$ cat config.mk
export PLATFORM = sky130hd
export DESIGN_NAME = led_frame_current_limiter
export DESIGN_NICKNAME = d
export VERILOG_FILES = /design/src/design/lcl_pkg.sv /design/src/design/lcl_div.sv /design/src/design/lcl_lane.sv /design/src/design/led_frame_current_limiter.sv
export SDC_FILE = /design/constraint.sdc
export NUM_CORES = 2
export LEC_CHECK = 0
export BUFFER_PORTS_ARGS = -buffer_cell sky130_fd_sc_hd__buf_2
export CAP_MARGIN = 10
export CORE_ASPECT_RATIO = 1.2
export CORE_MARGIN = 1
export CORE_UTILIZATION = 60
export DETAILED_ROUTE_END_ITERATION = 12
export GPL_TIMING_DRIVEN = 1
export HOLD_SLACK_MARGIN = 0.1
export PLACE_DENSITY_LB_ADDON = 0.25
export SYNTH_ARGS = -nofsm -noshare
export SYNTH_HDL_FRONTEND = slang
export SYNTH_SLANG_ARGS = --single-unit
$ cat constraint.sdc
create_clock -name clock -period 7.61 [get_ports clock]
set_input_delay 1.1415 -clock clock [delete_from_list [all_inputs] [get_ports clock]]
set_output_delay 1.1415 -clock clock [all_outputs]
set_load 0.01 [all_outputs]
$ cat src/design/lcl_pkg.sv
// ============================================================================
// lcl_pkg
// Shared types and constants of the LED frame current limiter: frame size,
// counter and datapath widths, register indexes, sequencer states and the
// request bundle of the scale divider.
// ============================================================================
`default_nettype none

package lcl_pkg;

   // Frame capacity and the widths that follow from it.
   localparam int MAX_LEDS = 64;
   localparam int IDX_W    = (MAX_LEDS > 1) ? $clog2(MAX_LEDS) : 1;
   localparam int CNT_W    = $clog2(MAX_LEDS + 1);

   // Datapath widths.
   localparam int CHAN_W   = 8;
   localparam int PIXEL_W  = 3 * CHAN_W;
   localparam int SUM_W    = 16;
   localparam int LIMIT_W  = 16;
   localparam int WHITE_W  = 8;
   localparam int IDLE_W   = 4;
   localparam int QUIET_W  = CNT_W + IDLE_W;
   localparam int PROD_W   = SUM_W + WHITE_W;
   localparam int DRAW_W   = 16;

   // Draw estimate divisor: one LED at full white sums to three full bytes.
   localparam int FULL_SUM = 765;

   // The division by 765 is a multiplication by a rounded-up reciprocal of
   // 2^33 / 765. The reciprocal overshoots by 253 / 2^33 per unit, which
   // keeps the quotient exact for every draw product below 2^24.
   localparam int DRAW_SHIFT = 33;
   localparam logic [PROD_W-1:0] DRAW_RECIP =
      PROD_W'(((64'd1 << DRAW_SHIFT) + 64'(FULL_SUM) - 64'd1) / 64'(FULL_SUM));

   // Scale divider geometry.
   localparam int DIV_N_W  = 24;
   localparam int DIV_D_W  = 16;
   localparam int DIV_C_W  = $clog2(DIV_N_W);

   // Configuration register indexes.
   localparam int CSR_IDX_W = 2;
   localparam logic [CSR_IDX_W-1:0] CSR_LIMIT = 2'd0;
   localparam logic [CSR_IDX_W-1:0] CSR_WHITE = 2'd1;
   localparam logic [CSR_IDX_W-1:0] CSR_IDLE  = 2'd2;

   // Sequencer states.
   typedef enum logic [2:0] {
      ST_LOAD,
      ST_MUL,
      ST_DRAW,
      ST_DECIDE,
      ST_SCALE_GO,
      ST_SCALE_WAIT,
      ST_EMIT
   } lcl_state_type;

   // Request to the scale divider.
   typedef struct packed {
      logic               start;
      logic [DIV_N_W-1:0] dividend;
      logic [DIV_D_W-1:0] divisor;
   } lcl_div_req_type;

endpackage : lcl_pkg

`default_nettype wire

$ cat src/design/lcl_div.sv
// ============================================================================
// lcl_div
// Restoring divider that computes the frame scale factor.
// One quotient bit per cycle; done pulses when the quotient is complete.
// ============================================================================
`default_nettype none

module lcl_div
   import lcl_pkg::*;
(
   input  wire logic               clock,
   input  wire logic               reset,
   input  wire lcl_div_req_type    req,
   output logic                    done,
   output logic [DIV_N_W-1:0]      quotient
);

   logic               busy_ff,  busy_in;
   logic               done_ff,  done_in;
   logic [DIV_C_W-1:0] cnt_ff,   cnt_in;
   logic [DIV_N_W-1:0] quo_ff,   quo_in;
   logic [DIV_D_W-1:0] rem_ff,   rem_in;
   logic [DIV_D_W-1:0] dsr_ff,   dsr_in;

   logic [DIV_D_W:0]   trial;
   logic [DIV_D_W:0]   diff;
   logic               fits;

   // One restoring step: bring down the next dividend bit and try a subtract.
   always_comb begin
      trial = {rem_ff, quo_ff[DIV_N_W-1]};
      diff  = trial - {1'b0, dsr_ff};
      fits  = (trial >= {1'b0, dsr_ff});
   end

   always_comb begin
      busy_in = busy_ff;
      done_in = 1'b0;
      cnt_in  = cnt_ff;
      quo_in  = quo_ff;
      rem_in  = rem_ff;
      dsr_in  = dsr_ff;
      if (req.start) begin
         busy_in = 1'b1;
         cnt_in  = '0;
         quo_in  = req.dividend;
         rem_in  = '0;
         dsr_in  = req.divisor;
      end else if (busy_ff) begin
         quo_in = {quo_ff[DIV_N_W-2:0], fits};
         rem_in = fits ? diff[DIV_D_W-1:0] : trial[DIV_D_W-1:0];
         cnt_in = cnt_ff + DIV_C_W'(1);
         if (cnt_ff == DIV_C_W'(DIV_N_W - 1)) begin
            busy_in = 1'b0;
            done_in = 1'b1;
         end
      end
   end

   always_ff @(posedge clock) begin
      if (reset) begin
         busy_ff <= 1'b0;
         done_ff <= 1'b0;
         cnt_ff  <= '0;
      end else begin
         busy_ff <= busy_in;
         done_ff <= done_in;
         cnt_ff  <= cnt_in;
      end
   end

   always_ff @(posedge clock) begin
      quo_ff <= quo_in;
      rem_ff <= rem_in;
      dsr_ff <= dsr_in;
   end

   assign done     = done_ff;
   assign quotient = quo_ff;

endmodule : lcl_div

`default_nettype wire

$ cat src/design/lcl_lane.sv
// ============================================================================
// lcl_lane
// One color lane: scales a channel byte by the frame scale factor,
// (byte * scale) >> 8, or passes it through when the frame is not dimmed.
// ============================================================================
`default_nettype none

module lcl_lane
   import lcl_pkg::*;
(
   input  wire logic [CHAN_W-1:0] chan,
   input  wire logic [CHAN_W-1:0] scale,
   input  wire logic              scale_on,
   output logic      [CHAN_W-1:0] result
);

   logic [2*CHAN_W-1:0] prod;

   // The upper byte of the product is the shift right by eight.
   always_comb begin
      prod   = (2*CHAN_W)'(chan) * (2*CHAN_W)'(scale);
      result = scale_on ? prod[2*CHAN_W-1:CHAN_W] : chan;
   end

endmodule : lcl_lane

`default_nettype wire

$ cat src/design/led_frame_current_limiter.sv
// ============================================================================
// led_frame_current_limiter
// Stores an LED frame, estimates its current draw and, for a nonzero limit
// and a draw over budget, dims every channel byte by one common scale factor.
// ============================================================================
// LEDs are loaded one word per cycle into a 64-entry frame memory while the
// channel bytes are summed; words past 64 are dropped and flagged. After the
// word marked last, the block computes the draw product, then divides it by
// 765, done as a multiplication by a fixed reciprocal, and then compares the
// draw with the budget. Only when the frame must be dimmed does it then work
// out the scale factor: a start state, then the bit-serial divider, which
// finds one quotient bit at a time, and the hand-over of its result. It then
// emits the stored frame one word per cycle while the output is ready,
// through three parallel color lanes; each word goes through the memory
// read register and then the output register. The input is not ready
// during computation and emission. Configuration writes are taken at any
// time but must only occur while idle.
`default_nettype none

module led_frame_current_limiter
   import lcl_pkg::*;
(
   input  wire logic                 clock,
   input  wire logic                 reset,
   // Input words: green [7:0], red [15:8], blue [23:16].
   input  wire logic                 req_tvalid,
   output logic                      req_tready,
   input  wire logic [PIXEL_W-1:0]   req_tdata,
   input  wire logic                 req_tlast,
   // Result words: out_green [7:0], out_red [15:8], out_blue [23:16].
   output logic                      rsp_tvalid,
   input  wire logic                 rsp_tready,
   output logic      [PIXEL_W-1:0]   rsp_tdata,
   output logic                      rsp_tlast,
   // Result flags: dimmed [0], overflowed [1].
   output logic      [1:0]           rsp_tuser,
   // Configuration write port.
   input  wire logic                 csr_we,
   input  wire logic [CSR_IDX_W-1:0] csr_index,
   input  wire logic [LIMIT_W-1:0]   csr_wdata
);

   // Configuration registers.
   logic [LIMIT_W-1:0] limit_ff;
   logic [WHITE_W-1:0] white_ff;
   logic [IDLE_W-1:0]  idle_ff;

   // Sequencer and frame accumulation.
   lcl_state_type      state_ff, state_in;
   logic [CNT_W-1:0]   count_ff;
   logic [SUM_W-1:0]   sum_ff;
   logic               ovf_ff;
   logic [PROD_W-1:0]  prod_ff;
   logic [LIMIT_W-1:0] budget_ff;
   logic [DRAW_W-1:0]  draw_ff;
   logic [CHAN_W-1:0]  scale_ff;
   logic               dim_ff;

   // Emission pipeline.
   logic [CNT_W-1:0]   issue_ff;
   logic [CNT_W-1:0]   sent_ff;
   logic               rd_valid_ff;
   logic [PIXEL_W-1:0] rd_data_ff;
   logic               rsp_valid_ff;
   logic [PIXEL_W-1:0] rsp_data_ff;
   logic               rsp_last_ff;
   logic [1:0]         rsp_user_ff;

   logic [PIXEL_W-1:0] frame_mem [MAX_LEDS];

   logic                accept;
   logic                store;
   logic                rd_en;
   logic                load_out;
   logic                frame_end;
   logic                emitting;
   logic [QUIET_W-1:0]  quiet;
   logic [LIMIT_W-1:0]  budget;
   logic                need_dim;
   logic [2*PROD_W-1:0] draw_prod;
   logic [PIXEL_W-1:0]  lane_out;
   lcl_div_req_type     div_req;
   logic                div_done;
   logic [DIV_N_W-1:0]  div_quo;

   // Configuration writes; an unknown index is ignored.
   always_ff @(posedge clock) begin
      if (reset) begin
         limit_ff <= '0;
         white_ff <= WHITE_W'(60);
         idle_ff  <= IDLE_W'(1);
      end else if (csr_we) begin
         case (csr_index)
            CSR_LIMIT: limit_ff <= csr_wdata;
            CSR_WHITE: white_ff <= csr_wdata[WHITE_W-1:0];
            CSR_IDLE:  idle_ff  <= csr_wdata[IDLE_W-1:0];
            default:   ;
         endcase
      end
   end

   // Handshake qualifiers.
   always_comb begin
      accept    = req_tvalid && req_tready;
      store     = accept && (count_ff < CNT_W'(MAX_LEDS));
      load_out  = rd_valid_ff && (!rsp_valid_ff || rsp_tready);
      rd_en     = emitting && (issue_ff < count_ff) && (!rd_valid_ff || load_out);
      frame_end = load_out && (sent_ff == count_ff - CNT_W'(1));
   end

   // Budget: the cap less the idle draw of the stored LEDs, floored at zero.
   always_comb begin
      quiet    = QUIET_W'(count_ff) * QUIET_W'(idle_ff);
      budget   = (limit_ff > LIMIT_W'(quiet)) ? limit_ff - LIMIT_W'(quiet) : '0;
      need_dim = (limit_ff != '0) && (draw_ff != '0) && (draw_ff > budget_ff);
   end

   // Draw estimate: the product divided by 765 through the fixed reciprocal.
   always_comb begin
      draw_prod = (2*PROD_W)'(prod_ff) * (2*PROD_W)'(DRAW_RECIP);
   end

   // Next state.
   always_comb begin
      state_in = state_ff;
      case (state_ff)
         ST_LOAD:       if (accept && req_tlast) state_in = ST_MUL;
         ST_MUL:        state_in = ST_DRAW;
         ST_DRAW:       state_in = ST_DECIDE;
         ST_DECIDE:     state_in = need_dim ? ST_SCALE_GO : ST_EMIT;
         ST_SCALE_GO:   state_in = ST_SCALE_WAIT;
         ST_SCALE_WAIT: if (div_done) state_in = ST_EMIT;
         ST_EMIT:       if (frame_end) state_in = ST_LOAD;
         default:       state_in = ST_LOAD;
      endcase
   end

   // State outputs.
   always_comb begin
      req_tready       = 1'b0;
      emitting         = 1'b0;
      div_req.start    = 1'b0;
      div_req.dividend = DIV_N_W'({budget_ff, 8'h00});
      div_req.divisor  = DIV_D_W'(draw_ff);
      case (state_ff)
         ST_LOAD:     req_tready    = 1'b1;
         ST_SCALE_GO: div_req.start = 1'b1;
         ST_EMIT:     emitting      = 1'b1;
         default:     ;
      endcase
   end

   always_ff @(posedge clock) begin
      if (reset) begin
         state_ff <= ST_LOAD;
      end else begin
         state_ff <= state_in;
      end
   end

   // Frame accumulation; cleared once the last word enters the output register.
   always_ff @(posedge clock) begin
      if (reset) begin
         count_ff <= '0;
         sum_ff   <= '0;
         ovf_ff   <= 1'b0;
         dim_ff   <= 1'b0;
      end else begin
         if (frame_end) begin
            count_ff <= '0;
            sum_ff   <= '0;
            ovf_ff   <= 1'b0;
         end else if (store) begin
            count_ff <= count_ff + CNT_W'(1);
            sum_ff   <= sum_ff + SUM_W'(req_tdata[7:0]) + SUM_W'(req_tdata[15:8])
                        + SUM_W'(req_tdata[23:16]);
         end else if (accept) begin
            ovf_ff <= 1'b1;
         end
         if (state_ff == ST_DECIDE) begin
            dim_ff <= need_dim;
         end
      end
   end

   // Draw product, budget, draw and scale results.
   always_ff @(posedge clock) begin
      if (state_ff == ST_MUL) begin
         prod_ff   <= PROD_W'(sum_ff) * PROD_W'(white_ff);
         budget_ff <= budget;
      end
      if (state_ff == ST_DRAW) begin
         draw_ff <= DRAW_W'(draw_prod >> DRAW_SHIFT);
      end
      if (state_ff == ST_SCALE_WAIT && div_done) begin
         scale_ff <= div_quo[CHAN_W-1:0];
      end
   end

   lcl_div u_div (
      .clock    (clock),
      .reset    (reset),
      .req      (div_req),
      .done     (div_done),
      .quotient (div_quo)
   );

   // Frame memory: written while loading, read during emission.
   always_ff @(posedge clock) begin
      if (store) begin
         frame_mem[count_ff[IDX_W-1:0]] <= req_tdata;
      end
   end

   always_ff @(posedge clock) begin
      if (rd_en) begin
         rd_data_ff <= frame_mem[issue_ff[IDX_W-1:0]];
      end
   end

   // Read issue and delivery counters.
   always_ff @(posedge clock) begin
      if (reset) begin
         issue_ff    <= '0;
         sent_ff     <= '0;
         rd_valid_ff <= 1'b0;
      end else begin
         if (frame_end) begin
            issue_ff <= '0;
            sent_ff  <= '0;
         end else begin
            if (rd_en) begin
               issue_ff <= issue_ff + CNT_W'(1);
            end
            if (load_out) begin
               sent_ff <= sent_ff + CNT_W'(1);
            end
         end
         if (rd_en) begin
            rd_valid_ff <= 1'b1;
         end else if (load_out) begin
            rd_valid_ff <= 1'b0;
         end
      end
   end

   // Three color lanes scale one stored word side by side.
   for (genvar c = 0; c < 3; c++) begin : g_lane
      lcl_lane u_lane (
         .chan     (rd_data_ff[c*CHAN_W +: CHAN_W]),
         .scale    (scale_ff),
         .scale_on (dim_ff),
         .result   (lane_out[c*CHAN_W +: CHAN_W])
      );
   end

   // Merge the lanes into the output register with frame flags.
   always_ff @(posedge clock) begin
      if (reset) begin
         rsp_valid_ff <= 1'b0;
      end else if (load_out) begin
         rsp_valid_ff <= 1'b1;
      end else if (rsp_tready) begin
         rsp_valid_ff <= 1'b0;
      end
   end

   always_ff @(posedge clock) begin
      if (load_out) begin
         rsp_data_ff <= lane_out;
         rsp_last_ff <= (sent_ff == count_ff - CNT_W'(1));
         rsp_user_ff <= {ovf_ff, dim_ff};
      end
   end

   assign rsp_tvalid = rsp_valid_ff;
   assign rsp_tdata  = rsp_data_ff;
   assign rsp_tlast  = rsp_last_ff;
   assign rsp_tuser  = rsp_user_ff;

endmodule : led_frame_current_limiter

`default_nettype wire
# After elaboration in Yosys (flattened, before gate mapping)
# Memories as Yosys holds them, arrays and structs flattened. A register that Yosys moved wholly into a read port is not among the register bits.
# Cells that the tools add are included.
[word_totals]
memories = 1
mem_bits_ro = 0
ff_bits = 224
ramBits = 1536
latchBits = 0
[mem_list]
columns = ["memory", "depth", "word_bits", "read_ports", "rd_ports_with_merged_regs", "wr", "line", "rtl"]
rows = [
  ["frame_mem", 64, 24, 1, 1, 1, "led_frame_current_limiter.sv:69", "logic [PIXEL_W-1:0] frame_mem [MAX_LEDS];"],
]
[classes]
mux = 24
n_reduce_logical = 29
n_div = 0
bitwise = 2
n_mul = 6
n_lt_le_gt_ge = 5
eq_ne = 13
n_shift = 0
add_sub_neg = 10
[ops]
columns = ["op", "count"]
rows = [
  ["$add 16x8->16", 3],
  ["$mul 24x24->48 const B", 1],
  ["$mul 8x8->16", 3],
  ["$mux 24", 2],
  ["$reduce_bool 16->1", 2],
  ["$mul 16x8->24", 1],
  ["$mux 8", 3],
  ["$add 7x1->7 const B", 3],
  ["$pmux 3 s7", 1],
  ["$ge 17x15->1", 1],
  ["$gt 15x16->1", 1],
  ["$gt 16x11->1", 1],
  ["$mux 16", 1],
  ["$sub 16x11->16", 1],
  ["$sub 16x15->16", 1],
  ["$mux 1", 13],
  ["$mul 7x4->11", 1],
  ["$logic_and 1x1->1", 10],
  ["$eq 3x3->1 const B", 3],
  ["$mux 3", 3],
  ["$reduce_and 2->1", 4],
  ["$eq 7x7->1", 1],
  ["$lt 7x7->1", 1],
  ["$lt 7x7->1 const B", 1],
  ["other kinds (19)", 27],
]

# Longest topological paths before layout
[depth]
ltp_word = 6
mapped_depth = 22
ltp_nobuf = 21

# Hierarchy
# Synthesis repeated with hierarchy kept, for this count alone.
[unflattened]
cells_unflattened = 5331
hier_area_um2 = 88632.5
[by_module_without_submodules]
columns = ["module", "area_each_um2", "instances", "cells_each"]
rows = [
  ["led_frame_current_limiter", 79075.8, 1, 4318],
  ["lcl_lane at g_lane[1].u_lane ...", 2034.5, 2, 233],
  ["lcl_div", 3379.5, 1, 306],
  ["lcl_lane at g_lane[0].u_lane", 2108.3, 1, 241],
]

# Least setup slack after synthesis
# OpenSTA, ideal clock, no wires.
[synth_timing]
path_type = "register -> register"
startpoint = "register prod_ff[14]"
endpoint = "register draw_ff[14], data pin"
path_stages_with_launch = 22
t_arrival_ps = 5546
n_path_buf = 0
setup_slack_ps = 1804
setup_time_ps = 260
cell_sequence = "edfxtp_1 > ha_1 > inv_1 > fa_1 > fa_1 > inv_1 > fa_1 > inv_1 > fa_1 > inv_1 > fa_1 > ha_1 > ha_1 > a21oi_1 > o21ai_0 > a221oi_1 > o22ai_1 > nor2_1 > o31ai_1 > a2111o_1 > a31oi_1 > xnor2_1"
[synth_via]
elab_chain_cells = 1
[synth_lines]
columns = ["element", "line", "rtl"]
rows = [
  ["from (decl)", "led_frame_current_limiter.sv:53", "logic [PROD_W-1:0] prod_ff;"],
  ["from (signal assigned)", "led_frame_current_limiter.sv:189", "prod_ff <= PROD_W'(sum_ff) * PROD_W'(white_ff);"],
  ["$mul 24x24->48", "led_frame_current_limiter.sv:120", "draw_prod = (2*PROD_W)'(prod_ff) * (2*PROD_W)'(DRAW_RECIP);"],
  ["via draw_prod[47]", "led_frame_current_limiter.sv:80", "logic [2*PROD_W-1:0] draw_prod;"],
  ["to (signal assigned)", "led_frame_current_limiter.sv:193", "draw_ff <= DRAW_W'(draw_prod >> DRAW_SHIFT);"],
  ["to (decl)", "led_frame_current_limiter.sv:55", "logic [DRAW_W-1:0] draw_ff;"],
]
# The timed path passes the listed nets, and every way through them passes these cells.
# A chain may end at the register's enable or synchronous reset.

# Final worst setup path
[layout_timing]
startpoint = "register prod_ff[15]"
endpoint = "register draw_ff[14], data pin"
# Same word-level chain as after synthesis.

==> reports/metrics.cfg <==
[min_path]
min_path_type=reg2reg

[logic_synthesis]
synth_edf_count=1681
syn_area_per_cell_sq_um=16.6
synth_async_sr_flop_share_pct=0
yosys.area.top_type=edfxtp_1
synth_nets=6150
yosysSeqAreaShare_pct=59.8
synth_area_leaders=edfxtp_1, mux4_2, fa_1
synth-seq-cells=1784
postSynthCellCount=5292
synth.top_cell.area_share_pct=57.5
syn_area_sq_um=87800
ys.flop_type=edfxtp_1
yosysWarnings=0
ys_types=70

[cells_and_area]
fin_cells=7517
final_cell_mix=edfxtp_1, inv_1, mux4_2
drive_above_1_share_pct=18.8
final_common_cell=edfxtp_1
syn_to_final_growth_pct=9.82
finalInstanceArea_sq_um=96400
final_net_count=6295

[clocking]
clk_pin_slew_worst_paths_ns=0.07
cts_resized=0
post_cts_buffers=0
cts_hold_buf=0
numCtsBuffers=169
clk_latency_ns=0.83
cts_tree=yes
htreeDepth=4
cts_sinks=1784
cts_buffer_depth=3
root_buffer=clkbuf_16

[timing]
fin_skew_ns=0.0389
setup_ws_ns=1.14
worst_pin_slew_ns=1.25
clock.fmax_mhz=154
hold_viol=0
tns_ns=0
slew_headroom_pct=16.8
rsz0062_at_grt=false
finalSetupViolCount=0
post-route-min-period_ns=6.47
period_share_pct=85.1
maxSlewViolCount=0

[detailed_routing]
num_vias=47600
antenna_left=0
wire_per_inst_microns=29.3
firstDrtPassIters=6
drc=0
viasPerCell=6.33
drtIter0Drc=5543
drt_wl_total_microns=221000

[floorplan]
floorplan.rows=153
initial_core_util_pct=60.5
fp.dieH_microns=421
core_sq_um=145000
dieArea_sq_um=148000
io_pins=77
die_x_microns=351

[worst_setup_path]
critical_path_class=reg2reg
end_kind=register
start_kind=register
required_ns=8.16
cp_max_fo=6
critPathArrivalTime_ns=7.02

[power]
p_clk_share_pct=25.5
pwr-share-seq_pct=34.7
ir_worst_vdd_uv=1270
swShare_pct=34.5
cellInternalPower_mw=21.6
pwr-share-comb_pct=39.9
leakage_nw=34.3
switchingPower_mw=11.4
power_density_nw_per_um2=342

[global_routing]
grt_pass1_wl_microns=326000
grt_pass1_vias=49700
use_met3_pct=5.51
grt-busiest-layer=met2
met2_usage_pct=51.3
grt_antenna_before_repair=17
grt_max_degree=147
grt_usage_pct=30.8
grt_remaining_overflow=0
grt_util_met1_pct=39.4

[placed_design]
hpwl_microns=135000
buffer_ports.inserted=76
dp_slack_ns=1.07
finalWeightedCongestion=0.896
dp.cells=7203
placed_cell_area_sq_um=90900

[job]
drv_cap=0

[run_status]
status=finished clean

==> critical path, cell delays in order, from the launching register on <==
cell	delay [ns]
edfxtp_1	0.55
ha_1	0.38
inv_1	0.06
fa_1	0.50
fa_1	0.52
inv_1	0.06
fa_1	0.53
inv_1	0.05
fa_1	0.47
inv_1	0.05
fa_1	0.43
ha_1	0.29
ha_1	0.30
a21oi_1	0.11
o21ai_0	0.09
a221oi_1	0.40
o22ai_1	0.18
nor2_1	0.31
o31ai_1	0.22
a2111o_1	0.42
a31oi_1	0.22
xnor2_1	0.09
==> power groups by stage <==
stage,registers (mW),logic [mW],clock network [mW]
final,11.4,13.2,8.41
after global routing,11.5,15.2,8.83
after CTS,11.4,13.3,8.49
after detailed placement,11.6,13.2,0
after global placement,11.6,13.0,0
after floorplan,11.5,9.59,0
==> routing by layer <==
layer / vias up / part of all wire, %
met5: - / 0.040
met4: 12 / 5.3
met3: 496 / 8.5
met2: 2460 / 50
met1: 24600 / 36
li1: 20000 / -
==> sequential cells by signal, summed over array words and instances (netlist names), 15 cells and up <==
name            count
budget_ff          16
draw_ff            15
frame_mem        1536
limit_ff           16
prod_ff            24
rd_data_ff         24
rsp_tdata          24
sum_ff             16
u_div.dsr_ff       15
u_div.quotient     24
u_div.rem_ff       16
==> cell families after synthesis <==
kind of cell	share of synthesized area, %
xor gates and xnor gates	1.02
muxes	13.6
and+or+nand+nor	4.91
adders and majority gates	14.7
buffers and inverters	3.52
DFF	59.8
AOI/OAI and AO/OA	2.44
==> through the flow <==
stage               hold slack [ns]  power (mW)  util [%]
CTS                           0.451        33.2      66.4
floorplan                     0.409        21.1         -
finish                        0.462        33.0      66.4
global placement              0.439        24.6      62.7
global route                  0.480        35.5      66.4
detailed placement            0.443        24.9      62.7
==> layout make-up <==
class / count / area (sq um)
tap: 1937 / 2420
antenna: 4 / 10.0
clock inverter: 98 / 991
inverter: 590 / 2210
sequential: 1784 / 52600
timing repair buffer: 191 / 1320
fill: 9581 / 48700
clock buffer: 212 / 4500
multi-input combinational: 2701 / 32400
==> synth_stat cells (all sizes together), types with 3 or more instances <==
cell type and count:
a2111oi 6, a211o 5, a211oi 21, a21boi 8, a21o 34, a21oi 109, a31oi 19, and2 165
and3 12, and4 5, buf 63, clkbuf 154, dfxtp 103, edfxtp 1681, fa 370, ha 440
inv 589, mux2 21, mux2i 31, mux4 504, nand2 289, nand2b 17, nand3 57, nand3b 6
nand4 27, nand4b 3, nor2 208, nor2b 21, nor3 43, nor3b 6, nor4 15, o2111ai 4
o211ai 5, o21a 17, o21ai 75, o21bai 8, o31ai 9, or2 6, or3 6, or4 8
xnor2 61, xor2 41
==> final timing paths <==
path                                        start  cells after the start          end  slack, ns
worst max-delay path                  prod_ff[15]                     21  draw_ff[14]       1.14
worst min-delay path            u_div.quotient[5]                      0  scale_ff[5]       0.46
worst max register to register        prod_ff[15]                     21  draw_ff[14]       1.14
worst min register to register  u_div.quotient[5]                      0  scale_ff[5]       0.46
(Power assumes the default switching activity.)
